<file path="src/hdl/scr_pkg.sv">
// shared constants, codes and types of the sequenced chunk reassembler
// no dependencies; used by every module of the block but scr_ram
package scr_pkg;

    localparam int HEADER_BYTES   = 6;
    localparam int CHUNK_DATA_MAX = 128;
    localparam int FRAME_MAX      = 134;
    localparam int PAYLOAD_MAX    = 4096;
    localparam int MAX_CHUNKS     = PAYLOAD_MAX / CHUNK_DATA_MAX;

    localparam int ADDR_W      = $clog2(PAYLOAD_MAX);
    localparam int CHUNK_SEL_W = $clog2(MAX_CHUNKS);
    localparam int CNT_W       = $clog2(MAX_CHUNKS + 1);
    localparam int POS_W       = $clog2(FRAME_MAX + 2);
    localparam int OFF_W       = 8;

    // command queue between front and back, power of two
    localparam int QUEUE_DEPTH = 4;
    localparam int QPTR_W      = $clog2(QUEUE_DEPTH);
    localparam int QCNT_W      = $clog2(QUEUE_DEPTH + 1);

    // input function codes
    localparam logic [1:0] FUNC_FRAME = 2'd0;
    localparam logic [1:0] FUNC_READ  = 2'd1;
    localparam logic [1:0] FUNC_CLEAR = 2'd2;

    typedef enum logic [3:0] {
        ST_PENDING  = 4'd0,
        ST_COMPLETE = 4'd1,
        ST_IGNORED  = 4'd2,
        ST_SHORT    = 4'd3,
        ST_LONG     = 4'd4,
        ST_VERSION  = 4'd5,
        ST_ZERO     = 4'd6,
        ST_LARGE    = 4'd7,
        ST_LENGTH   = 4'd8,
        ST_RANGE    = 4'd9,
        ST_TOTAL    = 4'd10,
        ST_DUP      = 4'd11
    } t_status;

    typedef enum logic [1:0] {
        OP_BYTE,
        OP_END,
        OP_READ,
        OP_CLEAR
    } t_op;

    typedef struct packed {
        t_op               op;
        logic [7:0]        data;
        logic              wr_ok;
        logic [ADDR_W-1:0] wr_addr;
        logic [POS_W-1:0]  size;
        logic [7:0]        ver;
        logic [15:0]       seq;
        logic [15:0]       total;
        logic [7:0]        len;
    } t_cmd;

    typedef struct packed {
        t_status    status;
        logic [7:0] pbyte;
        logic       pvalid;
        logic       plast;
    } t_result;

endpackage

</file>
<file path="src/hdl/scr_queue.sv">
// short command queue between front end and back end
// depends on scr_pkg
module scr_queue (
    input  logic          i_clk,
    input  logic          i_rst_n,
    input  logic          i_push,
    input  scr_pkg::t_cmd i_cmd,
    input  logic          i_pop,
    output scr_pkg::t_cmd o_head,
    output logic          o_empty,
    output logic          o_full
);

    scr_pkg::t_cmd              r_mem [scr_pkg::QUEUE_DEPTH];
    logic [scr_pkg::QPTR_W-1:0] r_wptr;
    logic [scr_pkg::QPTR_W-1:0] r_rptr;
    logic [scr_pkg::QCNT_W-1:0] r_count;

    assign o_head  = r_mem[r_rptr];
    assign o_empty = (r_count == '0);
    assign o_full  = (r_count == scr_pkg::QCNT_W'(scr_pkg::QUEUE_DEPTH));

    always_ff @(posedge i_clk) begin
        if (i_push) begin
            r_mem[r_wptr] <= i_cmd;
        end
        if (!i_rst_n) begin
            r_wptr  <= '0;
            r_rptr  <= '0;
            r_count <= '0;
        end else begin
            if (i_push) begin
                r_wptr <= r_wptr + scr_pkg::QPTR_W'(1);
            end
            if (i_pop) begin
                r_rptr <= r_rptr + scr_pkg::QPTR_W'(1);
            end
            if (i_push && !i_pop) begin
                r_count <= r_count + scr_pkg::QCNT_W'(1);
            end else if (i_pop && !i_push) begin
                r_count <= r_count - scr_pkg::QCNT_W'(1);
            end
        end
    end

endmodule

</file>
<file path="config.mk">
export PLATFORM = sky130hd
export DESIGN_NAME = scr_queue
export DESIGN_NICKNAME = d
export VERILOG_FILES = /design/src/hdl/scr_pkg.sv /design/src/hdl/scr_queue.sv
export SDC_FILE = /design/constraint.sdc
export NUM_CORES = 1
export LEC_CHECK = 0
export BUFFER_PORTS_ARGS = -buffer_cell sky130_fd_sc_hd__buf_2
export CAP_MARGIN = 0
export CORE_MARGIN = 1.5
export CORE_UTILIZATION = 57
export DETAILED_ROUTE_END_ITERATION = 7
export PLACE_DENSITY = 0.79
export SLEW_MARGIN = 20
export SYNTH_ARGS = -nofsm -noshare
export SYNTH_HDL_FRONTEND = slang
export SYNTH_SLANG_ARGS = --single-unit
</file>
<file path="constraint.sdc">
create_clock -name i_clk -period 3.1 [get_ports i_clk]
set_input_delay 0.155 -clock i_clk [delete_from_list [all_inputs] [get_ports i_clk]]
set_output_delay 0.155 -clock i_clk [all_outputs]
set_load 0.05 [all_outputs]
</file>
Word-level counts from Yosys, hierarchy flattened
Memory sizes are Yosys's and may differ from the RTL's. A register that Yosys moved wholly into a read port is not among the register bits.
Index checks and enable logic that the tools add are counted.
- flip-flop bits (word level): 7
- latch bits: 0
- bits in writable memories: 316
- bits in read-only memories: 0
- memories kept: 1
- memories (memory ; depth ; bits a word ; rd ports ; clocked after Yosys merged registers in ; write ports ; line ; RTL):
    r_mem ; 4 ; 79 ; 1 ; 1 ; 1 ; scr_queue.sv:14 ; scr_pkg::t_cmd r_mem [scr_pkg::QUEUE_DEPTH];
- $add $sub $neg: 4
- multipliers: 0
- divide/modulo/power cells: 0
- magnitude comparators: 0
- eq/ne operators: 1
- shifts and indexed selects: 0
- muxes and demuxes: 6
- bitwise gates (word level): 0
- reductions and logical operators: 6
- operators with widths (cell ; count):
    $mux 3 ; 2
    $add 2x1->2 const B ; 2
    $mux 2 ; 2
    $add 3x1->3 const B ; 1
    $eq 3x3->1 const B ; 1
    $logic_not 3->1 ; 1
    $sub 3x1->3 const B ; 1
    $logic_and 1x1->1 ; 2
    $logic_not 1->1 ; 2
    $mux 1 ; 2
    $reduce_bool 2->1 ; 1

Depth between registers and ports, before layout
- depth in word-level cells: 4
- gate-level depth with buffers: 7
- mapped depth without buffers: 7

Worst setup path before layout
No wires, ideal clock.
- path kind: register to register
- start point: register r_wptr[0] (netlist name)
- end point: memory r_mem[0][0] (netlist name) (enable)
- setup time: 0.446 ns
- arrival: 2.382 ns
- required time: 2.654 ns
- path slack: 0.272 ns
- cell stages (with the launch flop): 4
- path buffers: 0
- period minus slack after synthesis: 2.828 ns
- cell sequence: dfxtp_1 > inv_1 > ha_1 > and2_1
- RTL lines (item ; line ; RTL):
    start, declared ; scr_queue.sv:15 ; logic [scr_pkg::QPTR_W-1:0] r_wptr;
    start signal, assigned ; scr_queue.sv:33 ; r_wptr <= r_wptr + scr_pkg::QPTR_W'(1);
    end, declared ; scr_queue.sv:14 ;
No word-level cell before the write port.

==> results.json <==
{
  "register_area_sq_um": 9680,
  "cts_root_buffer": "clkbuf_16",
  "coreArea_sq_um": 20300,
  "area_growth_pct": 25.4,
  "cts_buffer_depth": 3,
  "status": "finished, final reports clean",
  "r2r-start": "r_wptr[0]",
  "wl_per_cell_microns": 22.3,
  "ys_seq_area_frac": 0.818,
  "multiInputGateArea_sq_um": 2040,
  "fin_setup_tns_ps": 0,
  "drv_cap": 0,
  "reg2reg_slack_ps": 1260,
  "synth_area_sq_um": 11800,
  "nets": 815,
  "holdWs_ps": 33.1,
  "cts_buffers": 31,
  "yosysWarnings": 0,
  "p_leak_nw": 5.08,
  "drv_slew": 0,
  "via_count": 5776,
  "hold_path.startpoint": "i_push",
  "hpwl_microns": 12900,
  "track_usage": 0.214,
  "critical_path_buf_inv_count": 2,
  "grt.overflow.total": 0,
  "start_util": 0.583,
  "fmax_mhz": 400,
  "start_kind": "flop",
  "ctsHtreeMaxLevel": 1,
  "diodes": 0,
  "die_h_microns": 147,
  "crit_family": "flip-flops",
  "fin_skew_ps": 7.10,
  "path_class": "flop to output port",
  "power_density_nw_per_um2": 687,
  "n_fill_cell": 1151,
  "drt-pass1-iter-count": 4,
  "first_iter_violations": 339,
  "yosysTopAreaCellShare": 0.802,
  "grt_antenna_before_repair": 0,
  "relSlewSlack": 0.549,
  "routed_wl_microns": 22700,
  "cts_resized": 0,
  "finalCritPeriodShare": 0.806,
  "via_per_inst": 5.68,
  "die_area_sq_um": 21600,
  "worst_slew_pin_slew_ps": 677,
  "crit_arrival_ps": 2340,
  "ant_nets": 0,
  "finalHoldViolations": 0,
  "end_kind": "output port",
  "ys_types": 22,
  "worst-r2r-cell-count": 3,
  "critPathMaxFanout": 25,
  "grt_max_degree": 47,
  "drc": 0,
  "min_period_ps": 2500,
  "min_path_cells": 3,
  "gp_congestion": 0.731,
  "clk_latency_ps": 550,
  "postCtsSetupRepairBufs": 0,
  "syn_nets": 545,
  "numPortBuffers": 163,
  "finish.utilization": 0.731,
  "cts_tree": "built",
  "r2r-end": "r_mem[1][58]",
  "numClockSinks": 325,
  "clk_pin_slew_worst_paths_ps": 60,
  "die_x_microns": 147,
  "rsz0062_at_grt": "false",
  "max_stage_delay_ps": 700,
  "hold_path_class": "input pin to flop",
  "ys_ff_latch": 325,
  "required_ps": 2940,
  "worst_path_max_delay_cell": "dfxtp_4",
  "drive_gt1_frac": 0.400,
  "peakVddDrop_mv": 0.582,
  "setup_viol": 0,
  "synth_cells": 456,
  "synth.avg_cell_area_sq_um": 25.9,
  "yosys-top-cells-area": "edfxtp_1 80%, mux4_2 15%, dfxtp_1 1.5%",
  "yosysTopAreaCell": "edfxtp_1",
  "grt_pass1_wl_microns": 34900,
  "pin_count": 164,
  "worstPathCellList": "buf_12, mux4_2, buf_2",
  "fp-row-count": 52,
  "hold-path-endpoint": "r_wptr[1]",
  "grt_pass1_vias": 6192
}
-- metal layers --
metal	GRT usage	wire, microns	up-vias
li1	-	-	2488
met1	0.297	9270	2996
met2	0.353	11400	253
met3	0.0432	1540	39
met4	0.0580	499	0
met5	0	0	-
-- synth_stat cells, drive strengths merged --
cell / number
fa: 1
ha: 5
nor3b: 1
o21ai: 1
inv: 4
clkbuf: 6
mux4: 79
xor2: 3
a21boi: 1
xnor2: 2
buf: 12
dfxtp: 9
edfxtp: 316
or3: 1
and2: 9
nand2: 1
nor3: 1
nor2b: 2
mux2i: 2
-- timing repair --
item,4_1_cts,5_1_grt
hold buffers,82,0
setup endpoints to repair,0,0
hold endpoints to repair,325,0
-- through the flow --
step                instances  power [W]  worst slack, ps  cell area [sq um]
floorplan                 456    0.00626              272              11800
global placement          881    0.00661             1140              13100
detailed placement        881    0.00665             1120              13100
CTS                      1017     0.0103              522              14800
global route             1017     0.0105              454              14800
finish                   1017     0.0102              601              14800
-- worst min-delay path: stages --
cell and delay, ps:
buf_2 160, mux2i_1 160, nor2b_1 60
-- flip-flops by register name (all words and copies together) (netlist names), named ones only --
| register | cells |
|---|---|
| r_wptr | 2 |
| r_mem | 316 |
| r_rptr | 2 |
| r_count | 3 |
-- logic make-up (layout without fill, tap and decap cells) --
| group | after synthesis | count (layout) | share of synthesized area |
|---|---|---|---|
| compound gates | 2 | 2 | 0.00106 |
| simple gates | 15 | 15 | 0.00772 |
| xor+xnor | 5 | 5 | 0.00370 |
| buf+inv | 22 | 313 | 0.0109 |
| mux | 81 | 81 | 0.152 |
| fa+ha+maj | 6 | 6 | 0.00698 |
| flops | 325 | 325 | 0.818 |
-- cells in the final DEF, fill, tap and decap left out, drive strengths merged, types with 2 or more instances in the layout --
cell / synthesis / final
edfxtp: 316 / 316
buf: 12 / 173
dlygate4sd3: 0 / 82
mux4: 79 / 79
clkbuf: 6 / 37
clkinv: 0 / 12
dfxtp: 9 / 9
and2: 9 / 9
ha: 5 / 5
inv: 4 / 5
xor2: 3 / 3
bufinv: 0 / 3
xnor2: 2 / 2
mux2i: 2 / 2
nor2b: 2 / 2
-- worst max-delay path by stage --
stage | startpoint | end | slack, ps | cells after the start
after floorplan | r_wptr[0] | r_mem[0][0] | 270 | 3
after global placement | flop | o_head[33] | 1140 | 3
after detailed placement | flop | o_head[70] | 1120 | 3
after CTS | flop | o_head[70] | 520 | 3
after global routing | flop | o_head[70] | 450 | 3
final | flop | o_head[70] | 600 | 3
-- final cells by class --
type	count	area share
clock buffers	37	0.0538
clock inverters	17	0.0106
inverters	4	0.00101
multi-input cells	109	0.137
flip-flops and latches	325	0.652
well taps	270	0.0228
repair buffers	255	0.122
-- power by group --
group / leakage [nW] / switching [W] / internal (W)
combinational: 1.63 / 0.00100 / 0.000508
clock: 0.467 / 0.00148 / 0.00207
sequential: 2.98 / 0.0000938 / 0.00505
Note: power is estimated with default switching activity, not from simulation.
