## src/hdl/scr_pkg.sv

```systemverilog
// shared constants, codes and types of the sequenced chunk reassembler
// no dependencies; used by every module of the block but scr_ram
package scr_pkg;

    localparam int HEADER_BYTES   = 6;
    localparam int CHUNK_DATA_MAX = 128;
    localparam int FRAME_MAX      = 134;
    localparam int PAYLOAD_MAX    = 4096;
    localparam int MAX_CHUNKS     = PAYLOAD_MAX / CHUNK_DATA_MAX;

    localparam int ADDR_W      = $clog2(PAYLOAD_MAX);
    localparam int CHUNK_SEL_W = $clog2(MAX_CHUNKS);
    localparam int CNT_W       = $clog2(MAX_CHUNKS + 1);
    localparam int POS_W       = $clog2(FRAME_MAX + 2);
    localparam int OFF_W       = 8;

    // command queue between front and back, power of two
    localparam int QUEUE_DEPTH = 4;
    localparam int QPTR_W      = $clog2(QUEUE_DEPTH);
    localparam int QCNT_W      = $clog2(QUEUE_DEPTH + 1);

    // input function codes
    localparam logic [1:0] FUNC_FRAME = 2'd0;
    localparam logic [1:0] FUNC_READ  = 2'd1;
    localparam logic [1:0] FUNC_CLEAR = 2'd2;

    typedef enum logic [3:0] {
        ST_PENDING  = 4'd0,
        ST_COMPLETE = 4'd1,
        ST_IGNORED  = 4'd2,
        ST_SHORT    = 4'd3,
        ST_LONG     = 4'd4,
        ST_VERSION  = 4'd5,
        ST_ZERO     = 4'd6,
        ST_LARGE    = 4'd7,
        ST_LENGTH   = 4'd8,
        ST_RANGE    = 4'd9,
        ST_TOTAL    = 4'd10,
        ST_DUP      = 4'd11
    } t_status;

    typedef enum logic [1:0] {
        OP_BYTE,
        OP_END,
        OP_READ,
        OP_CLEAR
    } t_op;

    typedef struct packed {
        t_op               op;
        logic [7:0]        data;
        logic              wr_ok;
        logic [ADDR_W-1:0] wr_addr;
        logic [POS_W-1:0]  size;
        logic [7:0]        ver;
        logic [15:0]       seq;
        logic [15:0]       total;
        logic [7:0]        len;
    } t_cmd;

    typedef struct packed {
        t_status    status;
        logic [7:0] pbyte;
        logic       pvalid;
        logic       plast;
    } t_result;

endpackage

```

## src/hdl/scr_front.sv

```systemverilog
// front end: accepts items, tracks frame position and header, builds commands
// depends on scr_pkg
module scr_front (
    input  logic          i_clk,
    input  logic          i_rst_n,
    input  logic          i_valid,
    input  logic [1:0]    i_func,
    input  logic [7:0]    i_data,
    input  logic          i_last,
    input  logic          i_q_full,
    output logic          o_ready,
    output logic          o_push,
    output scr_pkg::t_cmd o_cmd
);

    logic [scr_pkg::POS_W-1:0] r_pos, n_pos;
    logic [39:0]               r_hdr, n_hdr;
    logic [7:0]                r_ver, n_ver;

    logic                      accept;
    logic [scr_pkg::POS_W-1:0] data_idx;
    logic [15:0]               hdr_seq;
    logic [scr_pkg::POS_W-1:0] f_pos;
    logic [39:0]               f_hdr;
    logic [7:0]                f_ver;

    assign o_ready = !i_q_full;
    assign accept  = i_valid && !i_q_full;

    always_comb begin
        data_idx = r_pos - scr_pkg::POS_W'(scr_pkg::HEADER_BYTES);
        hdr_seq  = r_hdr[39:24];
        f_pos    = r_pos;
        f_hdr    = r_hdr;
        f_ver    = r_ver;
        // header bytes update the captured fields
        if (r_pos == '0) begin
            f_ver = i_data;
        end else if (r_pos < scr_pkg::POS_W'(scr_pkg::HEADER_BYTES)) begin
            f_hdr = {r_hdr[31:0], i_data};
        end
        // size saturates one past the longest legal frame
        if (r_pos <= scr_pkg::POS_W'(scr_pkg::FRAME_MAX)) begin
            f_pos = r_pos + scr_pkg::POS_W'(1);
        end

        n_pos  = r_pos;
        n_hdr  = r_hdr;
        n_ver  = r_ver;
        o_push = 1'b0;

        o_cmd.op      = scr_pkg::OP_BYTE;
        o_cmd.data    = i_data;
        o_cmd.wr_ok   = (r_pos >= scr_pkg::POS_W'(scr_pkg::HEADER_BYTES)) &&
                        (data_idx < scr_pkg::POS_W'(scr_pkg::CHUNK_DATA_MAX)) &&
                        (hdr_seq < 16'(scr_pkg::MAX_CHUNKS));
        o_cmd.wr_addr = scr_pkg::ADDR_W'(
                        scr_pkg::ADDR_W'(hdr_seq[scr_pkg::CHUNK_SEL_W-1:0]) *
                        scr_pkg::ADDR_W'(scr_pkg::CHUNK_DATA_MAX) +
                        scr_pkg::ADDR_W'(data_idx));
        o_cmd.size    = f_pos;
        o_cmd.ver     = f_ver;
        o_cmd.seq     = f_hdr[39:24];
        o_cmd.total   = f_hdr[23:8];
        o_cmd.len     = f_hdr[7:0];

        if (accept) begin
            unique case (i_func)
                scr_pkg::FUNC_FRAME: begin
                    o_push   = 1'b1;
                    o_cmd.op = i_last ? scr_pkg::OP_END : scr_pkg::OP_BYTE;
                    if (i_last) begin
                        n_pos = '0;
                        n_hdr = '0;
                        n_ver = '0;
                    end else begin
                        n_pos = f_pos;
                        n_hdr = f_hdr;
                        n_ver = f_ver;
                    end
                end
                scr_pkg::FUNC_READ: begin
                    o_push   = 1'b1;
                    o_cmd.op = scr_pkg::OP_READ;
                end
                scr_pkg::FUNC_CLEAR: begin
                    o_push   = 1'b1;
                    o_cmd.op = scr_pkg::OP_CLEAR;
                    n_pos    = '0;
                    n_hdr    = '0;
                    n_ver    = '0;
                end
                default: begin
                end
            endcase
        end
    end

    always_ff @(posedge i_clk) begin
        if (!i_rst_n) begin
            r_pos <= '0;
            r_hdr <= '0;
            r_ver <= '0;
        end else begin
            r_pos <= n_pos;
            r_hdr <= n_hdr;
            r_ver <= n_ver;
        end
    end

endmodule

```

## config.mk

```make
export PLATFORM = sky130hd
export DESIGN_NAME = scr_front
export DESIGN_NICKNAME = d
export VERILOG_FILES = /design/src/hdl/scr_pkg.sv /design/src/hdl/scr_front.sv
export SDC_FILE = /design/constraint.sdc
export NUM_CORES = 1
export LEC_CHECK = 0
export BUFFER_PORTS_ARGS = -buffer_cell sky130_fd_sc_hd__buf_2
export CORE_MARGIN = 2
export CORE_UTILIZATION = 40
export CTS_BUF_LIST = sky130_fd_sc_hd__clkbuf_16
export CTS_CLUSTER_DIAMETER = 60
export DETAILED_ROUTE_END_ITERATION = 8
export GPL_TIMING_DRIVEN = 0
export PLACE_DENSITY = 0.66
export SETUP_SLACK_MARGIN = 0.1
export SYNTH_ARGS = -nofsm -noshare
export SYNTH_HDL_FRONTEND = slang
export SYNTH_SLANG_ARGS = --single-unit
```

## constraint.sdc

```tcl
create_clock -name i_clk -period 2.4 [get_ports i_clk]
set_input_delay 0.12 -clock i_clk [delete_from_list [all_inputs] [get_ports i_clk]]
set_output_delay 0.12 -clock i_clk [all_outputs]
set_load 0.005 [all_outputs]
```

Word-level counts from Yosys, hierarchy flattened --
Cells that the tools add are included.
Storage, ports and cells: flip-flop bits (word level) 56, latch bits 0, memory bits (writable) 0, ROM bits 0, input bits 15, output and inout bits 81, memories kept 0
Cells by class: add/sub/neg operators 3, multiply operators 0, div/mod/pow operators 0, magnitude comparators 5, equality and inequality tests 2, shift operators 0, muxes and demuxes 15, bitwise gates (word level) 0, reduce and logical (&&, ||, !) cells 9
Operator list (count):
- 40-bit 2-to-1 mux | 3
- 40-bit case mux with 2 select lines | 1
- 8-bit 2-to-1 mux | 4
- 8-bit case mux with 2 select lines | 2
- 16-bit by 6-bit less-than comparator with 1-bit output, second input constant | 1
- 12-bit by 8-bit adder with 12-bit output | 1
- 8-bit by 1-bit adder with 8-bit output, second input constant | 1
- 8-bit by 3-bit >= comparator with 1-bit output, second input constant | 1
- 8-bit less-or-equal comparator, second input constant | 1
- 8-bit logical NOT | 1
- 8-bit by 3-bit less-than comparator with 1-bit output, second input constant | 1
- 8-bit less-than comparator, second input constant | 1
- 8-bit by 3-bit subtractor with 8-bit output, second input constant | 1
- 2-bit case mux with 3 select lines | 1
- 1-bit logical AND | 3
- 1-bit 2-to-1 mux | 3
- 3-bit OR reduction | 1
- 2-bit by 1-bit == test with 1-bit output, second input constant | 1
- 2-bit == test, second input constant | 1
- 2-bit logical NOT | 1
- 2-bit 2-to-1 mux | 1
- 2-bit AND reduction | 1
- 2-bit nonzero test | 1
- 1-bit logical NOT | 1

Longest topological paths before layout --
word-level depth 5, gate-level depth with buffers 9

Worst setup path before layout --
No wires, ideal clock.
kind reg-to-output, start register r_pos[4] (netlist name), end output o_cmd[0] (netlist name), arrival 2.041 ns, data required time 2.280 ns, path slack 0.239 ns, cell stages (with the launch flop) 7, path buffers 3, path through dfxtp_1 -> buf_2 -> or4_1 -> buf_2 -> a2111oi_4 -> buf_2 -> mux2_2
RTL lines:
- start: declaration | RTL line scr_front.sv:16 | logic [scr_pkg::POS_W-1:0] r_pos, n_pos;
- start signal: assignment | RTL line scr_front.sv:105 | r_pos <= n_pos;
- end: declaration | RTL line scr_front.sv:13 | output scr_pkg::t_cmd o_cmd

==> summary.txt <==
Req. time, crit path -> 2.28 ns
total number of vias -> 2691
violated checks -> setup timing
Max IR drop VDD -> 0.000370 V
RSZ-0062 raised after global routing -> yes
Post-Route M1 WL -> 3.67 mm
Tcrit/Tclk final -> 1.05
Post-synth EDFFs -> 0
Syn Inst Count -> 288
Hold Path Class -> primary input to flop
width of the die -> 90.4 um
min-delay src -> i_data[2]
area grow syn2layout -> 49.7%
Initial Util -> 0.412
post-route setup slack -> -0.117 ns
DRC Markers -> 0
pre-CTS setup slack -> -0.113 ns
Setup TNS -> -0.900 ns
Synth area leader -> dfxtp_1
pwr/cell area -> 428 nW/um2
initial antenna violation count -> 0
Util after Layout -> 0.617
WS Path Type -> flop to output pin
Final Max Tran Viols -> 0
Min-Delay Endpoint -> r_hdr[2]$_SDFFE_PN0P_
clock-pin slew on the worst setup and hold paths -> 0.08 ns
crit-path max FO -> 5
synth top area cells -> dfxtp_1 (38%), mux2_2 (18%), a22o_1 (14%), ha_1 (3.8%), xnor2_1 (2.9%)
WL met2 -> 4.00 mm
Die ar. -> 8180 um2
height of the die -> 90.4 um
Min Clock Period, post-route -> 2.52 ns
Tot Pwr -> 1920 uW
FP Rows -> 31
share of layout cells above drive strength 1 -> 0.500
Yosys warning count -> 0
grt total ovfl -> 0
routed wl met3 -> 259 um
I/O pins -> 96
DP Cell Count -> 482
Synth async-reset ratio -> 0
number of global-route vias before repair -> 2678
Layout Cells excl Fill -> 497
crit path DAT -> 2.40 ns
Final Setup Violations -> 35
CTS tree -> yes
global-route wire length before repair -> 13.1 mm
Synth cell types -> 42
Clock Skew -> 0.00597 ns
clk_lat worst skew -> 0.29 ns
top routing layer in use -> met4
hold path depth -> 2
leading cell type by number of instances after synthesis -> dfxtp_1
relative slew slack -> 0.587
Num CTS Buffers -> 5
run status -> finished with violations
Worst R2R Start -> r_pos[3]$_SDFFE_PN0P_
Antenna diodes -> 0
Final Routed Wirelength -> 8.13 mm
Hold Violations, Final -> 0
worst slew pin tran -> 0.615 ns
sequential area share after synthesis -> 0.375
max cap viols -> 0
Post-DRT Antenna Nets -> 0
Initial DRC Count -> 124
Synth Cell Area -> 2990 um2
vias per cell -> 5.41
post-synth top area share -> 0.375
syn nets -> 312
setup slack, reg-to-reg -> 0.19 ns
FMAX -> 397 MHz
DR pass1 iterations -> 4
NumNets Final -> 421
Worst Setup End Kind -> output pin
Crit. Startpoint -> r_pos[3]$_SDFFE_PN0P_
most common library cells after synthesis -> dfxtp_1 (56), a22o_1 (48), mux2_2 (48)
# port buffers -> 95
DP Wirelength -> 5.26 mm
CTS H-Tree Depth -> 2
largest net degree at the start of global routing -> 18
Worst R2R End -> r_pos[0]$_SDFFE_PN0P_
Post-CTS Hold Fix Bufs -> 0
total leakage power -> 0.00198 uW
area of the core -> 7250 um2
FF+latch count, synth -> 56
Longest Clk Path Bufs -> 2
Reg2Reg Depth -> 7
Placer Congestion -> 0.800
Post-Syn Area per Cell -> 10.4 um2
clock root buffer -> clkbuf_16
routed length per instance -> 16.4 um
Num Clock Sinks -> 56
CP Launch Type -> flop
ys flop type -> dfxtp_1
global-route usage over all layers -> 0.194
report_power, final:
part | internal [uW] | switching, uW
combinational | 79.7 | 72.6
clock | 493 | 340
sequential | 930 | 1.33
total | 1500 | 414
how the worst max path moves through the flow:
stage | end | slack (ns) | depth (start not counted)
2_1_floorplan | o_cmd[0] | 0.24 | 6
3_3_place_gp | o_cmd[8] | -0.09 | 7
3_5_place_dp | o_cmd[6] | -0.11 | 7
4_1_cts | o_cmd[67] | -0.17 | 10
5_1_grt | o_cmd[66] | -0.15 | 9
6_report | o_cmd[66] | -0.12 | 9
routing by layer:
| metal | GRT usage | vias to the layer above |
|---|---|---|
| li1 | - | 1287 |
| met1 | 0.255 | 1302 |
| met2 | 0.322 | 86 |
| met3 | 0.0309 | 16 |
| met4 | 0.0718 | 0 |
| met5 | 0 | - |
what timing repair did:
item / in CTS / in global routing
gates cloned: 1 / 0
buffers inserted: 7 / 1
resized for setup: 114 / 32
setup endpoints to repair: 101 / 100
pin swaps: 5 / 2
area by class of cell:
cell class | instances | area [um2]
plain buffers | 28 | 225
clock buffers | 5 | 125
clock inverters | 3 | 42.5
fillers | 607 | 2780
inverters | 11 | 41.3
multi-input cells | 191 | 1900
flip-flops and latches | 56 | 1130
well taps | 99 | 124
repair buffers | 104 | 893
kinds of logic (layout without fill, tap and decap cells):
family | after synthesis | count (layout) | share of synthesized area
AND/OR/NAND/NOR | 48 | 48 | 0.0946
AO/OA/AOI/OAI | 73 | 73 | 0.205
buffers and inverters | 41 | 151 | 0.0686
adder cells (fa/ha/maj) | 9 | 9 | 0.0377
flip-flops | 56 | 56 | 0.375
XOR/XNOR | 13 | 13 | 0.0381
multiplexers | 48 | 48 | 0.181
registers in the layout (all words and copies together) (netlist names):
| register | count |
|---|---|
| r_hdr | 40 |
| r_ver | 8 |
| r_pos | 8 |
worst max-delay path: stages, from the launching register on:
cell,delay [ns]
dfxtp_2,0.33
or4_4,0.52
buf_6,0.14
or3_4,0.33
nand2_4,0.09
ha_4,0.16
buf_6,0.09
nand3_2,0.08
xnor2_1,0.21
buf_2,0.14
per-stage QoR:
| step | area, um2 | hold slack, ns |
|---|---|---|
| 6_report | 4480 | 0.106 |
| 5_1_grt | 4480 | 0.106 |
| 4_1_cts | 4370 | 0.0968 |
| 3_5_place_dp | 3590 | 0.399 |
| 3_3_place_gp | 3590 | 0.398 |
| 2_1_floorplan | 2990 | 0.251 |
cell usage in the layout, fill, tap and decap left out, types with 3 or more instances in the layout:
master,synthesis,final
xor2_1,3,3
nand4_1,4,4
buf_12,0,4
nor4_1,4,4
buf_4,10,14
mux2_4,0,48
a22o_1,48,48
buf_2,11,49
clkbuf_16,0,5
nand2_1,8,7
nor2_1,8,8
clkbuf_2,0,3
and2_1,5,5
buf_6,0,53
o21ai_1,3,4
dfxtp_2,0,5
clkbuf_1,9,4
inv_1,11,12
ha_1,9,6
xnor2_1,10,10
a31oi_1,4,4
dfxtp_1,56,51
o21ai_0,5,4
nand3_1,5,3
Power figures use the tool's default switching activity.
